**config.mk**
```make
export PLATFORM = sky130hd
export DESIGN_NAME = crc_checked_frame_receiver_flat
export DESIGN_NICKNAME = d
export VERILOG_FILES = /design/src/hdl/crcfr_pkg.sv /design/src/hdl/crcfr_channels.sv /design/src/hdl/crc_checked_frame_receiver.sv /design/src/hdl/crcfr_deframer.sv /design/src/hdl/crcfr_out_stage.sv /design/src/flat_wrapper.sv
export SDC_FILE = /design/constraint.sdc
export NUM_CORES = 1
export LEC_CHECK = 0
export BUFFER_PORTS_ARGS = -buffer_cell sky130_fd_sc_hd__buf_2
export CORE_MARGIN = 10
export CORE_UTILIZATION = 55
export DETAILED_ROUTE_END_ITERATION = 7
export HOLD_SLACK_MARGIN = 0.08
export PLACE_DENSITY = 0.75
export SYNTH_ARGS = -nofsm -noshare
export SYNTH_HDL_FRONTEND = slang
export SYNTH_SLANG_ARGS = --single-unit
```
**constraint.sdc**
```tcl
create_clock -name clock -period 9.1 [get_ports clock]
set_input_delay 1.82 -clock clock [delete_from_list [all_inputs] [get_ports clock]]
set_output_delay 1.82 -clock clock [all_outputs]
set_load 0.02 [all_outputs]
```
**src/hdl/crcfr_pkg.sv**
```systemverilog
// Package for the CRC-checked frame receiver: constants, the frame result type
// and the CRC-16 byte update function. No dependencies.
`default_nettype none

package crcfr_pkg;

   localparam logic [7:0]  START_BYTE = 8'h3C;
   localparam logic [15:0] CRC_INIT   = 16'hFFFF;
   localparam logic [15:0] CRC_POLY   = 16'hA001;

   localparam logic [3:0] POS_HUNT     = 4'd0;
   localparam logic [3:0] POS_LAST_HDR = 4'd6;
   localparam logic [3:0] POS_CRC_HI   = 4'd7;
   localparam logic [3:0] POS_CRC_LO   = 4'd8;

   typedef struct packed {
      logic [7:0]  frame_address;
      logic [7:0]  frame_command;
      logic [15:0] first_word;
      logic [15:0] second_word;
      logic        crc_ok;
      logic        address_match;
      logic [15:0] bad_start_count;
      logic [15:0] line_error_count;
   } frame_type;

   function automatic logic [15:0] crc_feed(input logic [15:0] crc, input logic [7:0] data);
      logic [15:0] c;
      c = crc ^ {8'h00, data};
      for (int i = 0; i < 8; i++) begin
         if (c[0]) begin
            c = (c >> 1) ^ CRC_POLY;
         end else begin
            c = c >> 1;
         end
      end
      return c;
   endfunction

endpackage

`default_nettype wire

```
**src/hdl/crcfr_channels.sv**
```systemverilog
// Valid/ready channel interfaces for received bytes and completed frames.
// No dependencies.
`default_nettype none

interface crcfr_req_if;
   logic       valid;
   logic       ready;
   logic [7:0] rx_byte;
   logic       line_error;
   modport source (output valid, output rx_byte, output line_error, input ready);
   modport sink (input valid, input rx_byte, input line_error, output ready);
endinterface

interface crcfr_rsp_if;
   logic        valid;
   logic        ready;
   logic [7:0]  frame_address;
   logic [7:0]  frame_command;
   logic [15:0] first_word;
   logic [15:0] second_word;
   logic        crc_ok;
   logic        address_match;
   logic [15:0] bad_start_count;
   logic [15:0] line_error_count;
   modport source (output valid, output frame_address, output frame_command,
                   output first_word, output second_word, output crc_ok,
                   output address_match, output bad_start_count,
                   output line_error_count, input ready);
   modport sink (input valid, input frame_address, input frame_command,
                 input first_word, input second_word, input crc_ok,
                 input address_match, input bad_start_count,
                 input line_error_count, output ready);
endinterface

`default_nettype wire

```
**src/hdl/crc_checked_frame_receiver.sv**
```systemverilog
// Top level of the CRC-checked frame receiver: node address register,
// deframer and result register. Depends on crcfr_pkg, crcfr_channels,
// crcfr_deframer and crcfr_out_stage.
//
// Usage: received serial bytes enter on req_if, one transaction per byte with
// its line-error flag. The block hunts for the start byte, collects address,
// command, two big-endian data words and a big-endian CRC-16, and after the
// ninth byte sends one transaction on rsp_if with the frame fields, the CRC
// and address checks and both error counters. Other bytes give no result.
// The user must write the node address by csr_write_enable and csr_write_data
// while no frame result is pending; the block does not enforce this.
// The result is valid in the cycle after the ninth byte is accepted.
// Throughput: one byte per cycle unless a held result stalls rsp_if, set by
// the combinational CRC byte update and the one result register.
// Reset clears the node address and both counters and starts hunting.
// When rsp_if is stalled with a result held, req_if.ready drops until that
// result is taken; otherwise bytes are taken every cycle.
`default_nettype none

module crc_checked_frame_receiver (
   input  wire logic       clock,
   input  wire logic       reset,
   crcfr_req_if.sink       req_if,
   crcfr_rsp_if.source     rsp_if,
   input  wire logic       csr_write_enable,
   input  wire logic [7:0] csr_write_data
);

   logic [7:0]           node_addr_ff;
   logic                 can_accept;
   logic                 accept;
   logic                 frame_valid;
   crcfr_pkg::frame_type frame;

   always_ff @(posedge clock) begin
      if (reset) begin
         node_addr_ff <= '0;
      end else if (csr_write_enable) begin
         node_addr_ff <= csr_write_data;
      end
   end

   assign req_if.ready = can_accept;
   assign accept       = req_if.valid && can_accept;

   crcfr_deframer u_deframer (
      .clock        (clock),
      .reset        (reset),
      .accept       (accept),
      .rx_byte      (req_if.rx_byte),
      .line_error   (req_if.line_error),
      .node_address (node_addr_ff),
      .frame_valid  (frame_valid),
      .frame        (frame)
   );

   crcfr_out_stage u_out_stage (
      .clock       (clock),
      .reset       (reset),
      .frame_valid (frame_valid),
      .frame       (frame),
      .can_accept  (can_accept),
      .rsp_if      (rsp_if)
   );

endmodule

`default_nettype wire

```
**src/hdl/crcfr_deframer.sv**
```systemverilog
// Frame assembly state, CRC-16 accumulation and error counters.
// Depends on crcfr_pkg.
`default_nettype none

module crcfr_deframer (
   input  wire logic                clock,
   input  wire logic                reset,
   input  wire logic                accept,
   input  wire logic [7:0]          rx_byte,
   input  wire logic                line_error,
   input  wire logic [7:0]          node_address,
   output logic                     frame_valid,
   output crcfr_pkg::frame_type     frame
);

   logic [3:0]  pos_ff, pos_in;
   logic [47:0] header_ff, header_in;
   logic [7:0]  crc_hi_ff, crc_hi_in;
   logic [15:0] crc_ff, crc_in;
   logic [15:0] bad_ff, bad_in;
   logic [15:0] lerr_ff, lerr_in;

   always_comb begin
      pos_in      = pos_ff;
      header_in   = header_ff;
      crc_hi_in   = crc_hi_ff;
      crc_in      = crc_ff;
      bad_in      = bad_ff;
      lerr_in     = lerr_ff;
      frame_valid = 1'b0;
      if (accept) begin
         if (line_error) begin
            lerr_in = lerr_ff + 16'd1;
            pos_in  = crcfr_pkg::POS_HUNT;
         end else if (pos_ff == crcfr_pkg::POS_HUNT || pos_ff > crcfr_pkg::POS_CRC_LO) begin
            if (rx_byte == crcfr_pkg::START_BYTE) begin
               pos_in = 4'd1;
               crc_in = crcfr_pkg::CRC_INIT;
            end else begin
               pos_in = crcfr_pkg::POS_HUNT;
               bad_in = bad_ff + 16'd1;
            end
         end else if (pos_ff <= crcfr_pkg::POS_LAST_HDR) begin
            header_in = {header_ff[39:0], rx_byte};
            crc_in    = crcfr_pkg::crc_feed(crc_ff, rx_byte);
            pos_in    = pos_ff + 4'd1;
         end else if (pos_ff == crcfr_pkg::POS_CRC_HI) begin
            crc_hi_in = rx_byte;
            pos_in    = crcfr_pkg::POS_CRC_LO;
         end else begin
            frame_valid = 1'b1;
            pos_in      = crcfr_pkg::POS_HUNT;
         end
      end
   end

   always_comb begin
      frame.frame_address    = header_ff[47:40];
      frame.frame_command    = header_ff[39:32];
      frame.first_word       = header_ff[31:16];
      frame.second_word      = header_ff[15:0];
      frame.crc_ok           = ({crc_hi_ff, rx_byte} == crc_ff);
      frame.address_match    = (header_ff[47:40] == node_address);
      frame.bad_start_count  = bad_ff;
      frame.line_error_count = lerr_ff;
   end

   always_ff @(posedge clock) begin
      if (reset) begin
         pos_ff    <= crcfr_pkg::POS_HUNT;
         header_ff <= '0;
         crc_hi_ff <= '0;
         crc_ff    <= crcfr_pkg::CRC_INIT;
         bad_ff    <= '0;
         lerr_ff   <= '0;
      end else begin
         pos_ff    <= pos_in;
         header_ff <= header_in;
         crc_hi_ff <= crc_hi_in;
         crc_ff    <= crc_in;
         bad_ff    <= bad_in;
         lerr_ff   <= lerr_in;
      end
   end

endmodule

`default_nettype wire

```
**src/hdl/crcfr_out_stage.sv**
```systemverilog
// Result register between the deframer and the frame channel; it also
// derives input readiness. Depends on crcfr_pkg and crcfr_channels.
`default_nettype none

module crcfr_out_stage (
   input  wire logic                clock,
   input  wire logic                reset,
   input  wire logic                frame_valid,
   input  wire crcfr_pkg::frame_type frame,
   output logic                     can_accept,
   crcfr_rsp_if.source              rsp_if
);

   logic                 valid_ff, valid_in;
   crcfr_pkg::frame_type data_ff, data_in;

   assign can_accept = !valid_ff || rsp_if.ready;

   always_comb begin
      valid_in = valid_ff;
      data_in  = data_ff;
      if (valid_ff && rsp_if.ready) begin
         valid_in = 1'b0;
      end
      if (frame_valid) begin
         valid_in = 1'b1;
         data_in  = frame;
      end
   end

   always_ff @(posedge clock) begin
      if (reset) begin
         valid_ff <= 1'b0;
      end else begin
         valid_ff <= valid_in;
      end
   end

   always_ff @(posedge clock) begin
      data_ff <= data_in;
   end

   assign rsp_if.valid            = valid_ff;
   assign rsp_if.frame_address    = data_ff.frame_address;
   assign rsp_if.frame_command    = data_ff.frame_command;
   assign rsp_if.first_word       = data_ff.first_word;
   assign rsp_if.second_word      = data_ff.second_word;
   assign rsp_if.crc_ok           = data_ff.crc_ok;
   assign rsp_if.address_match    = data_ff.address_match;
   assign rsp_if.bad_start_count  = data_ff.bad_start_count;
   assign rsp_if.line_error_count = data_ff.line_error_count;

endmodule

`default_nettype wire

```
**src/flat_wrapper.sv**
```systemverilog
// flat-port wrapper written by rule: the top's interface ports become plain ports
module crc_checked_frame_receiver_flat 
  (clock, reset, csr_write_enable, csr_write_data, req_if_valid, req_if_rx_byte, req_if_line_error, req_if_ready, rsp_if_valid, rsp_if_frame_address, rsp_if_frame_command, rsp_if_first_word, rsp_if_second_word, rsp_if_crc_ok, rsp_if_address_match, rsp_if_bad_start_count, rsp_if_line_error_count, rsp_if_ready);
  crcfr_req_if req_if_i ();
  crcfr_rsp_if rsp_if_i ();
  input  wire logic clock;
  input  wire logic reset;
  input  wire logic csr_write_enable;
  input  wire logic [7:0] csr_write_data;
  input wire logic [$bits(req_if_i.valid)-1:0] req_if_valid;
  input wire logic [$bits(req_if_i.rx_byte)-1:0] req_if_rx_byte;
  input wire logic [$bits(req_if_i.line_error)-1:0] req_if_line_error;
  output wire logic [$bits(req_if_i.ready)-1:0] req_if_ready;
  output wire logic [$bits(rsp_if_i.valid)-1:0] rsp_if_valid;
  output wire logic [$bits(rsp_if_i.frame_address)-1:0] rsp_if_frame_address;
  output wire logic [$bits(rsp_if_i.frame_command)-1:0] rsp_if_frame_command;
  output wire logic [$bits(rsp_if_i.first_word)-1:0] rsp_if_first_word;
  output wire logic [$bits(rsp_if_i.second_word)-1:0] rsp_if_second_word;
  output wire logic [$bits(rsp_if_i.crc_ok)-1:0] rsp_if_crc_ok;
  output wire logic [$bits(rsp_if_i.address_match)-1:0] rsp_if_address_match;
  output wire logic [$bits(rsp_if_i.bad_start_count)-1:0] rsp_if_bad_start_count;
  output wire logic [$bits(rsp_if_i.line_error_count)-1:0] rsp_if_line_error_count;
  input wire logic [$bits(rsp_if_i.ready)-1:0] rsp_if_ready;
  assign req_if_i.valid = req_if_valid;
  assign req_if_i.rx_byte = req_if_rx_byte;
  assign req_if_i.line_error = req_if_line_error;
  assign req_if_ready = req_if_i.ready;
  assign rsp_if_valid = rsp_if_i.valid;
  assign rsp_if_frame_address = rsp_if_i.frame_address;
  assign rsp_if_frame_command = rsp_if_i.frame_command;
  assign rsp_if_first_word = rsp_if_i.first_word;
  assign rsp_if_second_word = rsp_if_i.second_word;
  assign rsp_if_crc_ok = rsp_if_i.crc_ok;
  assign rsp_if_address_match = rsp_if_i.address_match;
  assign rsp_if_bad_start_count = rsp_if_i.bad_start_count;
  assign rsp_if_line_error_count = rsp_if_i.line_error_count;
  assign rsp_if_i.ready = rsp_if_ready;
  crc_checked_frame_receiver u_core (.clock(clock), .reset(reset), .req_if(req_if_i), .rsp_if(rsp_if_i), .csr_write_enable(csr_write_enable), .csr_write_data(csr_write_data));
endmodule
```
After elaboration in Yosys (flattened, before gate mapping)
Cells that the tools add are included.

Register bits: 199. Bits in latches: 0. Bits in writable memories: 0. Memory bits (read-only): 0. Input bits: 22. Logic and storage cells: 103. Memories: 0.

$add $sub $neg: 3. Multiply operators: 0. Divide/modulo/power cells: 0. Magnitude comparators: 2. Equality and inequality tests: 5. Shift-type cells: 0. Multiplexer cells: 51. Bitwise gates (word level): 13. Reductions and logical operators: 13.

Operator list (count): two-way mux 16 bit (39); adder 16 x 1 -> 16 bit (second input constant) (2); NOT 2 -> 3 bit (8); == test 16 bit (1); two-way mux 4 bit (4); bitwise XOR 16 x 8 -> 16 bit (1); AND reduction 4 bit (3); == test 8 x 6 -> 1 bit (second input constant) (1); == test 8 bit (1); two-way mux 1 bit (8); AND reduction 5 bit (1); adder 4 x 1 -> 4 bit (second input constant) (1); == test 4 x 3 -> 1 bit (second input constant) (1); greater-than comparator 4 bit (second input constant) (1); <= comparator 4 x 3 -> 1 bit (second input constant) (1); zero test 4 bit (1); NOT 1 bit (4); nonzero test 2 bit (2); logical AND 1 bit (2); logical OR 1 bit (2); != test 2 x 1 -> 1 bit (second input constant) (1); AND reduction 2 bit (1); zero test 1 bit (1).

Depth between registers and ports, before layout
Depth after elaboration: 47. Mapped depth: 9. Mapped depth without buffers: 7.

Modules after synthesis
A second synthesis with hierarchy kept.

Cells, all modules: 678. Area total of the unflattened synthesis: 7567.3 µm².

By module, submodules not included: crcfr_deframer (instances 1, cells each 565, area each 4767.1 µm², seq. area each 2162.1 µm²); crcfr_out_stage (instances 1, cells each 86, area each 2508.7 µm², seq. area each 2482.4 µm²); crc_checked_frame_receiver (instances 1, cells each 27, area each 291.5 µm², seq. area each 160.2 µm²).

Least setup slack after synthesis
No wires, ideal clock.

Kind: in2reg. From: input port rsp_if_ready. To: register u_core.u_out_stage.data_ff, in the netlist u_core.u_out_stage.rsp_if.address_match (enable). Setup time: 0.436 ns. Arrival: 4.052 ns. Data required time: 8.664 ns. Path slack: 4.612 ns. Cell stages on the path: 6. Path buffers: 1. Path through: nand2b_1 -> buf_2 -> nand2_1 -> nor2_1 -> nand3_1 -> inv_1.

Word-level cells in the longest chain between the ends: 3.

RTL lines: from (decl) (line flat_wrapper.sv:23) `input wire logic [$bits(rsp_if_i.ready)-1:0] rsp_if_ready;`; logical OR 1 bit (line crcfr_out_stage.sv:17) `assign can_accept = !valid_ff || rsp_if.ready;`; named net req_if_ready (line flat_wrapper.sv:13) `output wire logic [$bits(req_if_i.ready)-1:0] req_if_ready;`; logical AND 1 bit (line crc_checked_frame_receiver.sv:44) `assign accept = req_if.valid && can_accept;`; two-way mux 1 bit (line crcfr_deframer.sv:31) `if (accept) begin`; named net u_core.frame_valid (line crc_checked_frame_receiver.sv:32) `logic frame_valid;`; to (signal assigned) (line crcfr_out_stage.sv:40) `data_ff <= data_in;`; to (decl) (line crcfr_out_stage.sv:15) `crcfr_pkg::frame_type data_ff, data_in;`.

The timed path passes the listed nets, and every way through them passes these cells. A chain may end at the register's enable or synchronous reset.

Worst setup path after layout
From: input port rsp_if_ready. To: output port req_if_ready.

Word-level cells in the longest chain between the ends: 1.

RTL lines (line): logical OR 1 bit (crcfr_out_stage.sv:17); to (decl) (flat_wrapper.sv:13).

Every way passes these cells.

==> results.toml <==
[outcome]
outcome = "finished clean"

[sta]
drv_slew = 0
fmax_ghz = 0.236
rsz0062_at_grt = "no"
setup_viol = 0
finClkSkew_ns = 0.00538
fin_setup_tns_ns = 0
fin_crit_ns = 4.23
slew_headroom_pct = 16.7
worst_pin_slew_ns = 1.25
finalCritPeriodShare_pct = 46.5
hold_violations = 0

[clock_tree]
cts_sinks = 199
h-tree-depth = 4
cts_resized = 0
cts_hold_buf = 0
cts-buffers-inserted = 17
cts_setup_buffers = 0
cts.clk_slew.worst_paths_ns = 0.06
cts_tree = "yes"
cts_root_buf = "clkbuf_16"
clockBufferDepth = 2
clk_latency_ns = 0.43

[pwr]
switching_share_pct = 19.3
power.leakage_nw = 3.22
irDropWorstVdd_v = 0.000126
switchingPower_mw = 0.333
power_frac_comb_pct = 2.6
p_per_area_nw_per_um2 = 197
clkPwrFrac_pct = 43.8
power_frac_seq_pct = 53.7
internal_power_mw = 1.40

[global_routing]
grt_pass1_wl_um = 24900
grt_pass1_vias = 5080
grt_max_degree = 122
grt.overflow.total = 0
track_usage_pct = 16.5
antenna_found_initial = 0

[yosys]
synth_top_flop_cell = "dfxtp_1"
synth_edf_count = 82
syn_nets = 712
yosysSeqAreaShare_pct = 63.6
syn_area_um2 = 7550
syn_area_per_cell_um2 = 11.1
synth_top_area_cell = "edfxtp_1"
synthTopCellsByArea = "edfxtp_1 33%, dfxtp_1 31%, nand2_1 5.5%"
synth_cells = 683
synthTopCellsByCount = "117 x dfxtp_1, 110 x nand2_1, 82 x edfxtp_1"
synth.most_common_cell = "dfxtp_1"
ys_async_sr_fraction_pct = 0
yosysWarnings = 0
synth_top_area_share_pct = 32.6
ys_types = 47
ys_ff_latch = 199

[setup_path]
endpoint_kind = "output port"
worstPathArrival_ns = 2.41
crit_path_max_fanout = 9
worstPathRequired_ns = 7.28
crit_start = "rsp_if_ready"
worstSetupPathType = "in -> out"
cp-start-kind = "primary input"
worstReg2RegStart = "u_core.u_deframer.pos_ff[0]$_SDFFE_PP0P_"

[route]
drt_iter0_markers = 442
wire_per_inst_um = 16.0
num_vias = 5203
drc = 0
ant_nets = 0
viasPerCell = 5.40
drt-total-wl_um = 15400
drtPass1Iterations = 5

[finish]
antenna_cells = 0
fillers = 1042
multi_input_area_um2 = 2550
drive_gt1_share_pct = 18.4
area_growth_pct = 16.3
regArea_um2 = 4800
final_area_um2 = 8780
nets = 803

[min_path]
min_path_type = "reg -> reg"
hold_start = "u_core.u_deframer.bad_ff[14]$_SDFFE_PP0P_"

[placement]
dp_hpwl_um = 10300
port_buffers = 105
placedInstanceArea_um2 = 8180
place_congestion = 0.886

[floorplanning]
start_util_pct = 56.6
rows = 42
die_h_um = 137
core_area_um2 = 13300
ios = 106
dieArea_um2 = 18800
die_w_um = 137

[job]
cap_violations = 0
area by class of cell:
type	count	area share, %
Clock buffer	23	5.46
Clock inverter	9	1.40
Inverter	12	0.527
Multi-Input combinational cell	435	29.0
Sequential cell	199	54.7
Tap cell	176	2.51
Timing Repair Buffer	109	6.36
flip-flops by register name, summed over array words and instances, names as in the netlist, 16 cells and up:
register and cells:
u_core.u_deframer.crc_ff 16, u_core.u_out_stage.rsp_if.second_word 16, u_core.u_deframer.bad_ff 16, u_core.u_deframer.lerr_ff 16, u_core.u_out_stage.rsp_if.line_error_count 16, u_core.u_deframer.header_ff 48, u_core.u_out_stage.rsp_if.first_word 16, u_core.u_out_stage.rsp_if.bad_start_count 16
cell families (layout without fill, tap and decap cells):
| kind of cell | after synthesis | after routing | synth area share, % |
|---|---|---|---|
| compound gates | 92 | 92 | 6.96 |
| simple gates | 261 | 261 | 16.3 |
| flops | 199 | 199 | 63.6 |
| fa+ha+maj | 7 | 7 | 1.16 |
| mux | 22 | 22 | 2.93 |
| xor+xnor | 53 | 53 | 6.33 |
| buf+inv | 49 | 153 | 2.70 |
per-stage QoR:
| step | utilization [%] | setup WS, ns | hold slack [ns] | total power [mW] | cells |
|---|---|---|---|---|---|
| CTS | 65.8 | 4.86 | 0.437 | 1.74 | 963 |
| detailed placement | 61.3 | 4.84 | 0.423 | 0.992 | 931 |
| global placement | 61.3 | 4.86 | 0.422 | 0.990 | 931 |
| global route | 65.8 | 4.82 | 0.458 | 1.78 | 963 |
| floorplan | - | 4.61 | 0.408 | 0.977 | 683 |
| finish | 65.8 | 4.87 | 0.436 | 1.73 | 963 |
power by group through the flow:
stage	Clock (mW)	Sequential [mW]	Combinational [mW]
final	0.757	0.928	0.0445
after global routing	0.804	0.927	0.0490
after CTS	0.766	0.928	0.0444
after detailed placement	0	0.947	0.0442
after global placement	0	0.947	0.0428
after floorplan	0	0.947	0.0304
worst max-delay path: stages:
cell and delay, ns:
buf_2 0.10, nand2b_1 0.26, buf_2 0.23
layout by cell type (no fill, tap or decap), drive strengths merged, types with 2 or more instances in the layout:
cell	Yosys	final
nor4b	3	3
or2	2	2
nand4	15	15
bufinv	0	3
dfxtp	117	117
nor4	16	16
o21ai	9	9
and4	3	3
nor3b	2	2
inv	12	11
nand3	13	13
nor2	55	55
clkinv	0	6
nor2b	5	5
a211oi	3	3
a31o	2	2
ha	7	7
xor2	8	8
and3	3	3
o21bai	10	10
or3	8	8
clkbuf	29	23
edfxtp	82	82
nor3	14	14
xnor2	44	44
or4	2	2
buf	8	109
nand2	110	110
mux2i	21	21
nand2b	5	5
a21oi	62	62
metal layers:
metal | up-vias | wire (um) | track usage (%)
li1 | 2565 | - | -
met1 | 2497 | 6510 | 19.8
met2 | 121 | 7760 | 27.7
met3 | 20 | 890 | 4.29
met4 | 0 | 231 | 6.56
met5 | - | 0 | 0
path summary, 6_finish.rpt:
check | to | slack (ns) | cells after the start
max reg2reg | u_core.u_out_stage.rsp_if.second_word[9]$_DFFE_PP_ | 6.14 | 7
min reg2reg | u_core.u_out_stage.rsp_if.bad_start_count[14]$_DFFE_PP_ | 0.44 | 0
min | u_core.u_out_stage.rsp_if.bad_start_count[14]$_DFFE_PP_ | 0.44 | 0
max | req_if_ready | 4.87 | 3
Power figures use the tool's default switching activity.
